### src/rtl/core/bdlp_pkg.sv
`timescale 1ns / 1ps
// ----------------------------------------------------------------------------
// bdlp_pkg
// Shared types and constants for the button debouncer with long-press
// detection: item codes, press machine states and per-button control.
// ----------------------------------------------------------------------------
package bdlp_pkg;

  // Number of buttons, which sets the pin and flag field widths
  localparam int unsigned BUTTONS = 3;
  localparam int unsigned IDX_W   = 3;
  localparam int unsigned MODE_W  = 2;

  // Configuration registers
  localparam int unsigned CFG_DATA_W = 16;
  localparam int unsigned CFG_IDX_W  = 1;
  localparam int unsigned TICKS_W    = 16;

  // Default counter width and register reset values
  localparam int unsigned TIMER_BITS_DEF  = 16;
  localparam logic [TICKS_W-1:0] TICKS_RESET = 16'd300;
  localparam logic PRESSED_LEVEL_RESET = 1'b0;

  // History depth and reset contents (released level = high after reset)
  localparam int unsigned HIST_W = 3;
  localparam logic [HIST_W-1:0] HIST_RESET  = '1;
  localparam logic              LEVEL_RESET = 1'b1;

  typedef enum logic [CFG_IDX_W-1:0] {
    CFG_LONG_PRESS_TICKS = 1'b0,
    CFG_PRESSED_LEVEL    = 1'b1
  } cfg_idx_e;

  typedef enum logic [MODE_W-1:0] {
    MODE_TICK      = 2'd0,
    MODE_CLR_PRESS = 2'd1,
    MODE_CLR_LONG  = 2'd2,
    MODE_RELEASED  = 2'd3
  } mode_e;

  typedef enum logic [1:0] {
    ST_RELEASED = 2'd0,
    ST_PRESSED  = 2'd1,
    ST_LONG     = 2'd2
  } press_state_e;

  // Per-button control for one processed item
  typedef struct packed {
    logic tick;
    logic sample;
    logic clr_press;
    logic clr_long;
  } btn_ctrl_t;

  // Per-button status: current flags/level and values after this item
  typedef struct packed {
    logic level_now;
    logic press_now;
    logic long_now;
    logic level_next;
    logic press_next;
    logic long_next;
  } btn_stat_t;

endpackage

### src/rtl/core/bdlp_if.sv
`timescale 1ns / 1ps
// ----------------------------------------------------------------------------
// bdlp_in_if / bdlp_out_if
// Valid/ready channels carrying debouncer items and results.
// ----------------------------------------------------------------------------
interface bdlp_in_if;
  import bdlp_pkg::*;

  logic                   valid;
  logic                   ready;
  logic [MODE_W-1:0]      mode;
  logic [BUTTONS-1:0]     raw_pins;
  logic [IDX_W-1:0]       button_index;

  modport source (output valid, output mode, output raw_pins, output button_index,
                  input ready);
  modport sink   (input valid, input mode, input raw_pins, input button_index,
                  output ready);
endinterface

interface bdlp_out_if;
  import bdlp_pkg::*;

  logic               valid;
  logic               ready;
  logic               answer;
  logic [BUTTONS-1:0] press_flags;
  logic [BUTTONS-1:0] long_flags;
  logic [BUTTONS-1:0] debounced_levels;

  modport source (output valid, output answer, output press_flags, output long_flags,
                  output debounced_levels, input ready);
  modport sink   (input valid, input answer, input press_flags, input long_flags,
                  input debounced_levels, output ready);
endinterface

### src/rtl/core/bdlp_button.sv
`timescale 1ns / 1ps
// ----------------------------------------------------------------------------
// bdlp_button
// One button: three-sample debounce, released/pressed/long-pressed machine,
// hold countdown and sticky press and long-press flags.
// ----------------------------------------------------------------------------
module bdlp_button import bdlp_pkg::*; #(
  parameter int unsigned TIMER_BITS = TIMER_BITS_DEF
) (
  input  logic                  clk_i,
  input  logic                  rst_ni,
  input  btn_ctrl_t             ctrl_i,
  input  logic                  pressed_level_i,
  input  logic [TIMER_BITS-1:0] load_i,
  output btn_stat_t             stat_o
);

  logic [HIST_W-1:0]     hist_q, hist_d;
  logic                  level_q, level_d;
  logic                  press_q, press_d;
  logic                  long_q, long_d;
  logic [TIMER_BITS-1:0] cnt_q, cnt_d;
  press_state_e          state_q, state_d;
  logic                  held;

  // Shift the sample in and update the debounced level on agreement
  always_comb begin
    hist_d  = hist_q;
    level_d = level_q;
    if (ctrl_i.tick) begin
      hist_d = {hist_q[HIST_W-2:0], ctrl_i.sample};
      if ((hist_d == '0) || (hist_d == '1)) begin
        level_d = ctrl_i.sample;
      end
    end
  end

  assign held = (level_d == pressed_level_i);

  // Press machine, countdown and flags
  always_comb begin
    state_d = state_q;
    cnt_d   = cnt_q;
    press_d = press_q;
    long_d  = long_q;
    if (ctrl_i.clr_press) begin
      press_d = 1'b0;
    end
    if (ctrl_i.clr_long) begin
      long_d = 1'b0;
    end
    if (ctrl_i.tick) begin
      unique case (state_q)
        ST_PRESSED: begin
          if (cnt_q <= TIMER_BITS'(1)) begin
            cnt_d   = '0;
            long_d  = 1'b1;
            state_d = ST_LONG;
          end else begin
            cnt_d = cnt_q - TIMER_BITS'(1);
          end
          if (!held) begin
            cnt_d   = '0;
            state_d = ST_RELEASED;
          end
        end
        ST_LONG: begin
          if (!held) begin
            state_d = ST_RELEASED;
          end
        end
        default: begin
          if (held) begin
            press_d = 1'b1;
            cnt_d   = load_i;
            state_d = ST_PRESSED;
          end
        end
      endcase
    end
  end

  always_ff @(posedge clk_i or negedge rst_ni) begin
    if (!rst_ni) begin
      hist_q  <= HIST_RESET;
      level_q <= LEVEL_RESET;
      press_q <= 1'b0;
      long_q  <= 1'b0;
      cnt_q   <= '0;
      state_q <= ST_RELEASED;
    end else begin
      hist_q  <= hist_d;
      level_q <= level_d;
      press_q <= press_d;
      long_q  <= long_d;
      cnt_q   <= cnt_d;
      state_q <= state_d;
    end
  end

  assign stat_o.level_now  = level_q;
  assign stat_o.press_now  = press_q;
  assign stat_o.long_now   = long_q;
  assign stat_o.level_next = level_d;
  assign stat_o.press_next = press_d;
  assign stat_o.long_next  = long_d;

endmodule

### src/rtl/core/button_debounce_long_press.sv
`timescale 1ns / 1ps
// ----------------------------------------------------------------------------
// button_debounce_long_press
// Debounces raw button samples and reports press and long-press events.
// Path: the input register holds the accepted item; the button update and
//   result are then registered into the result register when it is free.
// Throughput: one item per cycle unless the result stalls; all buttons in parallel.
// Reset: asynchronous; all buttons released, flags clear, registers at
//   defaults (300 ticks, active-low buttons).
// ----------------------------------------------------------------------------
module button_debounce_long_press import bdlp_pkg::*; #(
  parameter int unsigned TIMER_BITS = TIMER_BITS_DEF
) (
  input  logic                  clk_i,
  input  logic                  rst_ni,
  bdlp_in_if.sink               in_i,
  bdlp_out_if.source            out_o,
  input  logic                  cfg_we_i,
  input  logic [CFG_IDX_W-1:0]  cfg_index_i,
  input  logic [CFG_DATA_W-1:0] cfg_wdata_i
);

  localparam logic [32:0] CntMax = (33'd1 << TIMER_BITS) - 33'd1;

  logic [TICKS_W-1:0]    ticks_q;
  logic                  plevel_q;
  logic [TIMER_BITS-1:0] load;

  logic                  s1_valid_q;
  logic [MODE_W-1:0]     s1_mode_q;
  logic [BUTTONS-1:0]    s1_pins_q;
  logic [IDX_W-1:0]      s1_idx_q;
  logic                  advance;
  logic                  idx_ok;
  mode_e                 mode;

  btn_ctrl_t             ctrl [BUTTONS];
  btn_stat_t             stat [BUTTONS];

  logic                  answer_d, answer_q;
  logic [BUTTONS-1:0]    press_d, press_q;
  logic [BUTTONS-1:0]    long_d, long_q;
  logic [BUTTONS-1:0]    level_d, level_q;
  logic                  out_valid_q;

  // Configuration registers
  always_ff @(posedge clk_i or negedge rst_ni) begin
    if (!rst_ni) begin
      ticks_q  <= TICKS_RESET;
      plevel_q <= PRESSED_LEVEL_RESET;
    end else if (cfg_we_i) begin
      unique case (cfg_idx_e'(cfg_index_i))
        CFG_LONG_PRESS_TICKS: ticks_q  <= cfg_wdata_i[TICKS_W-1:0];
        CFG_PRESSED_LEVEL:    plevel_q <= cfg_wdata_i[0];
        default: ;
      endcase
    end
  end

  // Saturate the hold time to the countdown width
  assign load = ((33'(ticks_q)) > CntMax) ? CntMax[TIMER_BITS-1:0]
                                          : TIMER_BITS'(33'(ticks_q));

  // Advance the input stage when the result register is free
  assign advance    = s1_valid_q && (!out_valid_q || out_o.ready);
  assign in_i.ready = !s1_valid_q || !out_valid_q || out_o.ready;

  always_ff @(posedge clk_i or negedge rst_ni) begin
    if (!rst_ni) begin
      s1_valid_q <= 1'b0;
    end else if (in_i.valid && in_i.ready) begin
      s1_valid_q <= 1'b1;
    end else if (advance) begin
      s1_valid_q <= 1'b0;
    end
  end

  // Hold the item payload
  always_ff @(posedge clk_i) begin
    if (in_i.valid && in_i.ready) begin
      s1_mode_q <= in_i.mode;
      s1_pins_q <= in_i.raw_pins;
      s1_idx_q  <= in_i.button_index;
    end
  end

  assign mode   = mode_e'(s1_mode_q);
  assign idx_ok = (32'(s1_idx_q) < BUTTONS);

  // Per-button control
  always_comb begin
    for (int i = 0; i < BUTTONS; i++) begin
      ctrl[i].tick      = advance && (mode == MODE_TICK);
      ctrl[i].sample    = s1_pins_q[i];
      ctrl[i].clr_press = advance && (mode == MODE_CLR_PRESS) && idx_ok &&
                          (s1_idx_q == IDX_W'(i));
      ctrl[i].clr_long  = advance && (mode == MODE_CLR_LONG) && idx_ok &&
                          (s1_idx_q == IDX_W'(i));
    end
  end

  for (genvar g = 0; g < BUTTONS; g++) begin : g_btn
    bdlp_button #(
      .TIMER_BITS (TIMER_BITS)
    ) u_btn (
      .clk_i           (clk_i),
      .rst_ni          (rst_ni),
      .ctrl_i          (ctrl[g]),
      .pressed_level_i (plevel_q),
      .load_i          (load),
      .stat_o          (stat[g])
    );
  end

  // Form the answer and the flag vectors after this item
  always_comb begin
    answer_d = 1'b0;
    for (int i = 0; i < BUTTONS; i++) begin
      press_d[i] = stat[i].press_next;
      long_d[i]  = stat[i].long_next;
      level_d[i] = stat[i].level_next;
      if (idx_ok && (s1_idx_q == IDX_W'(i))) begin
        case (mode)
          MODE_CLR_PRESS: answer_d = stat[i].press_now;
          MODE_CLR_LONG:  answer_d = stat[i].long_now;
          MODE_RELEASED:  answer_d = (stat[i].level_now != plevel_q);
          default:        answer_d = 1'b0;
        endcase
      end
    end
  end

  // Result register
  always_ff @(posedge clk_i or negedge rst_ni) begin
    if (!rst_ni) begin
      out_valid_q <= 1'b0;
    end else if (advance) begin
      out_valid_q <= 1'b1;
    end else if (out_o.ready) begin
      out_valid_q <= 1'b0;
    end
  end

  always_ff @(posedge clk_i) begin
    if (advance) begin
      answer_q <= answer_d;
      press_q  <= press_d;
      long_q   <= long_d;
      level_q  <= level_d;
    end
  end

  assign out_o.valid            = out_valid_q;
  assign out_o.answer           = answer_q;
  assign out_o.press_flags      = press_q;
  assign out_o.long_flags       = long_q;
  assign out_o.debounced_levels = level_q;

endmodule

### src/flat_wrapper.sv
// flat-port wrapper written by rule: the top's interface ports become plain ports
module button_debounce_long_press_flat import bdlp_pkg::*;
#(
  parameter int unsigned TIMER_BITS = TIMER_BITS_DEF
)
  (clk_i, rst_ni, cfg_we_i, cfg_index_i, cfg_wdata_i, in_i_valid, in_i_mode, in_i_raw_pins, in_i_button_index, in_i_ready, out_o_valid, out_o_answer, out_o_press_flags, out_o_long_flags, out_o_debounced_levels, out_o_ready);
  bdlp_in_if in_i_i ();
  bdlp_out_if out_o_i ();
  input  logic clk_i;
  input  logic rst_ni;
  input  logic cfg_we_i;
  input  logic [CFG_IDX_W-1:0] cfg_index_i;
  input  logic [CFG_DATA_W-1:0] cfg_wdata_i;
  input wire logic [$bits(in_i_i.valid)-1:0] in_i_valid;
  input wire logic [$bits(in_i_i.mode)-1:0] in_i_mode;
  input wire logic [$bits(in_i_i.raw_pins)-1:0] in_i_raw_pins;
  input wire logic [$bits(in_i_i.button_index)-1:0] in_i_button_index;
  output wire logic [$bits(in_i_i.ready)-1:0] in_i_ready;
  output wire logic [$bits(out_o_i.valid)-1:0] out_o_valid;
  output wire logic [$bits(out_o_i.answer)-1:0] out_o_answer;
  output wire logic [$bits(out_o_i.press_flags)-1:0] out_o_press_flags;
  output wire logic [$bits(out_o_i.long_flags)-1:0] out_o_long_flags;
  output wire logic [$bits(out_o_i.debounced_levels)-1:0] out_o_debounced_levels;
  input wire logic [$bits(out_o_i.ready)-1:0] out_o_ready;
  assign in_i_i.valid = in_i_valid;
  assign in_i_i.mode = in_i_mode;
  assign in_i_i.raw_pins = in_i_raw_pins;
  assign in_i_i.button_index = in_i_button_index;
  assign in_i_ready = in_i_i.ready;
  assign out_o_valid = out_o_i.valid;
  assign out_o_answer = out_o_i.answer;
  assign out_o_press_flags = out_o_i.press_flags;
  assign out_o_long_flags = out_o_i.long_flags;
  assign out_o_debounced_levels = out_o_i.debounced_levels;
  assign out_o_i.ready = out_o_ready;
  button_debounce_long_press #(.TIMER_BITS(TIMER_BITS)) u_core (.clk_i(clk_i), .rst_ni(rst_ni), .in_i(in_i_i), .out_o(out_o_i), .cfg_we_i(cfg_we_i), .cfg_index_i(cfg_index_i), .cfg_wdata_i(cfg_wdata_i));
endmodule
### config.mk
export PLATFORM = sky130hd
export DESIGN_NAME = button_debounce_long_press_flat
export DESIGN_NICKNAME = d
export VERILOG_FILES = /design/src/rtl/core/bdlp_pkg.sv /design/src/rtl/core/bdlp_if.sv /design/src/rtl/core/bdlp_button.sv /design/src/rtl/core/button_debounce_long_press.sv /design/src/flat_wrapper.sv
export SDC_FILE = /design/constraint.sdc
export NUM_CORES = 1
export LEC_CHECK = 0
export BUFFER_PORTS_ARGS = -buffer_cell sky130_fd_sc_hd__buf_2
export CAP_MARGIN = 20
export CELL_PAD_IN_SITES_DETAIL_PLACEMENT = 0
export CELL_PAD_IN_SITES_GLOBAL_PLACEMENT = 2
export CORE_ASPECT_RATIO = 1.4
export CORE_MARGIN = 10
export CORE_UTILIZATION = 35
export CTS_BUF_LIST = sky130_fd_sc_hd__clkbuf_2
export CTS_CLUSTER_DIAMETER = 150
export DETAILED_ROUTE_END_ITERATION = 10
export PLACE_DENSITY_LB_ADDON = 0.05
export SYNTH_ARGS = -nofsm -noshare
export SYNTH_HDL_FRONTEND = slang
export SYNTH_SLANG_ARGS = --single-unit
### constraint.sdc
create_clock -name clk_i -period 3.5 [get_ports clk_i]
set_input_delay 0 -clock clk_i [delete_from_list [all_inputs] [get_ports clk_i]]
set_output_delay 0 -clock clk_i [all_outputs]
set_load 0.05 [all_outputs]
==> flow_metrics.tcl <==
set metrics [dict create \
    end_kind "flop" \
    syn-num-nets 669 \
    place_ws_ns 0.566 \
    wl_per_cell_um 20.1 \
    tightest_slew_ns 0.828 \
    cts_made_buffers 9 \
    die_x_um 130 \
    clock_sinks 106 \
    synth-main-ff-cell "dfrtp_1" \
    power_density_mw_per_mm2 641 \
    grt_util_all_layers_pct 16.9 \
    hold_viol 0 \
    grt_max_degree 55 \
    synth_seq_area_share_pct 46.9 \
    ys_seq_elements 106 \
    max_slew_margin_pct 44.1 \
    status "finished clean" \
    final_common_cell "dfrtp_1" \
    hp-class "in -> async" \
    cp-start-kind "flop" \
    cp_data_required_time_ns 4.07 \
    cts_max_path_buffers 2 \
    portBuffers 41 \
    finalWeightedCongestion 0.827 \
    wirelength_um 18600 \
    synth_edf_count 18 \
    max_freq_ghz 0.330 \
    drc 0 \
    critical_path.max_fanout 14 \
    dp_hpwl_um 13600 \
    ir_drop_uv 268 \
    yosysWarnings 0 \
    drt-pass1-iter-count 4 \
    fin_crit_ns 3.03 \
    path_clk_slew_ns 0.34 \
    ios 42 \
    cp_data_arrival_time_ns 3.60 \
    clk_latency_ns 0.64 \
    core-area_mm2 0.0166 \
    grt_overflow 0 \
    die_h_um 173 \
    dieArea_mm2 0.0225 \
    vias 5215 \
    start_util_pct 35.4 \
    synth_cells 627 \
    nets 758 \
    cts-root-buf "clkbuf_2" \
    finalCritPeriodShare_pct 86.5 \
    ant_nets 0 \
    grt_pass1_wl_um 29900 \
    syn_area_per_cell_um2 9.38 \
    viasPerCell 5.64 \
    antenna_found_initial 1 \
    path_class "reg -> reg" \
    setup_tns_ns 0 \
    finalMaxSlewViolations 0 \
    final_cell_mix "75 x dfrtp_1, 65 x nand2_1, 57 x dlygate4sd3_1" \
    setup_ws_ns 0.474 \
    cts_tree "built" \
    h-tree-depth 3 \
    setup_violations 0 \
    synth_cell_types 67 \
    drtIter0Drc 307 \
    synth_area_mm2 0.00588 \
    layout-drive-gt1-share_pct 15.3 \
    synthArstFlopShare_pct 83.0 \
    areaGrowthSynthToFinish_pct 19.2 \
    maxCapViolations 0 \
    grt_pass1_vias 5308 \
    p_leak_uw 0.00282 \
    rsz0062_at_grt "false" \
    clock_skew_ns 0.0343 \
    num_rows 56 \
]
==> where the power goes <==
| group | internal (µW) | total, µW | switching [µW] |
|---|---|---|---|
| Combinational | 708 | 1790 | 1080 |
| Sequential | 1640 | 2050 | 401 |
| Clock | 182 | 658 | 475 |
==> routing by layer <==
| metal | part of all wire [%] | global-route usage, % |
|---|---|---|
| met3 | 2.9 | 2.82 |
| met4 | 2.2 | 5.87 |
| met1 | 43 | 20.6 |
| met2 | 52 | 29.3 |
| met5 | 0 | 0 |
==> through the flow <==
| stage | hold slack, ns | area [µm²] | util (%) | total power, µW | std cells |
|---|---|---|---|---|---|
| final | 0.0171 | 7010 | 42.2 | 4500 | 925 |
| after global routing | 0.00479 | 7010 | 42.2 | 4870 | 925 |
| after CTS | 0.0120 | 7010 | 42.2 | 4530 | 924 |
| after detailed placement | -0.171 | 6310 | 38.0 | 3790 | 851 |
| after global placement | -0.172 | 6310 | 38.0 | 3760 | 851 |
| after floorplan | -0.296 | 5880 | - | 3220 | 627 |
==> worst paths after layout <==
kind / startpoint / to / slack, ns / cells past startpoint
worst max register to register: u_core.mode[0] / u_core.g_btn[1].u_btn.cnt_q[6] / 0.47 / 6
max in group asynchronous: rst_ni / u_core.load[2] / 2.46 / 4
worst min-delay path: rst_ni / u_core.g_btn[1].u_btn.state_q[0] / 0.02 / 3
min in group clk_i: in_i_raw_pins[0] / u_core.s1_pins_q[0] / 0.04 / 2
worst min register to register: u_core.g_btn[0].u_btn.hist_q[0] / u_core.g_btn[0].u_btn.hist_q[1] / 0.49 / 2
worst max-delay path: u_core.mode[0] / u_core.g_btn[1].u_btn.cnt_q[6] / 0.47 / 6
==> state kept, by name (all words and copies together) (netlist names), 6 cells and up <==
register and cells:
u_core.g_btn.u_btn.cnt_q 48, u_core.load 16, u_core.g_btn.u_btn.hist_q 6, u_core.g_btn.u_btn.state_q 6
==> worst max-delay path, stage by stage, from the launching register on <==
cell,delay (ns)
edfxtp_1,0.68
or4_1,0.59
o32ai_2,0.40
nor3_1,0.14
or3_1,0.60
o32a_1,0.40
o22ai_1,0.14
==> area by class of cell <==
class | instances | area [µm²]
clock inverter | 7 | 86.3
inverter | 53 | 199
tap | 203 | 254
multi-input combinational | 438 | 2810
clock buffer | 9 | 45.0
sequential | 106 | 2760
antenna | 1 | 2.50
fill | 1632 | 9600
timing repair buffer | 108 | 853
==> synth_stat cells (all sizes together) (4+ instances only) <==
library cell  instances  area, µm²
a2bb2oi               6       52.6
or3                   4       25.0
nor4                  6       37.5
buf                   7       33.8
edfxtp               18        541
inv                  53        199
nor2                 37        139
nand2                65        244
dfstp                13        342
o2bb2ai              11       96.3
a22oi                16        120
mux2                 15        169
a221oi                4       35.0
a21oi                34        170
o211ai                6       45.0
o32a                  5       50.1
o21a                  7       52.6
or2                   5       31.3
o22ai                22        138
and3                  6       37.5
a22o                  5       43.8
clkbuf               23       86.3
nor2b                 4       25.0
o21ai                38        190
nor3                 27        135
a32oi                 9       78.8
nand2b               12       75.1
ha                   12        150
dfrtp                75       1880
nand3                14       75.1
or4                  12       97.6
o31ai                 5       37.5
and2                  4       25.0
==> kinds of logic after synthesis <==
logic type	synth area share, %
adder cells (fa/ha/maj)	2.55
AND/OR/NAND/NOR	17.3
buffers and inverters	5.43
AO/OA/AOI/OAI	24.1
multiplexers	3.21
flip-flops	46.9
XOR/XNOR	0.447
==> timing repair <==
action                                 4_1_cts  5_1_grt
hold buffers                                57        0
resized for setup                            0        0
endpoints found under the hold margin      123        0
setup buffers                                0        0
Note: power is estimated with default switching activity, not from simulation.
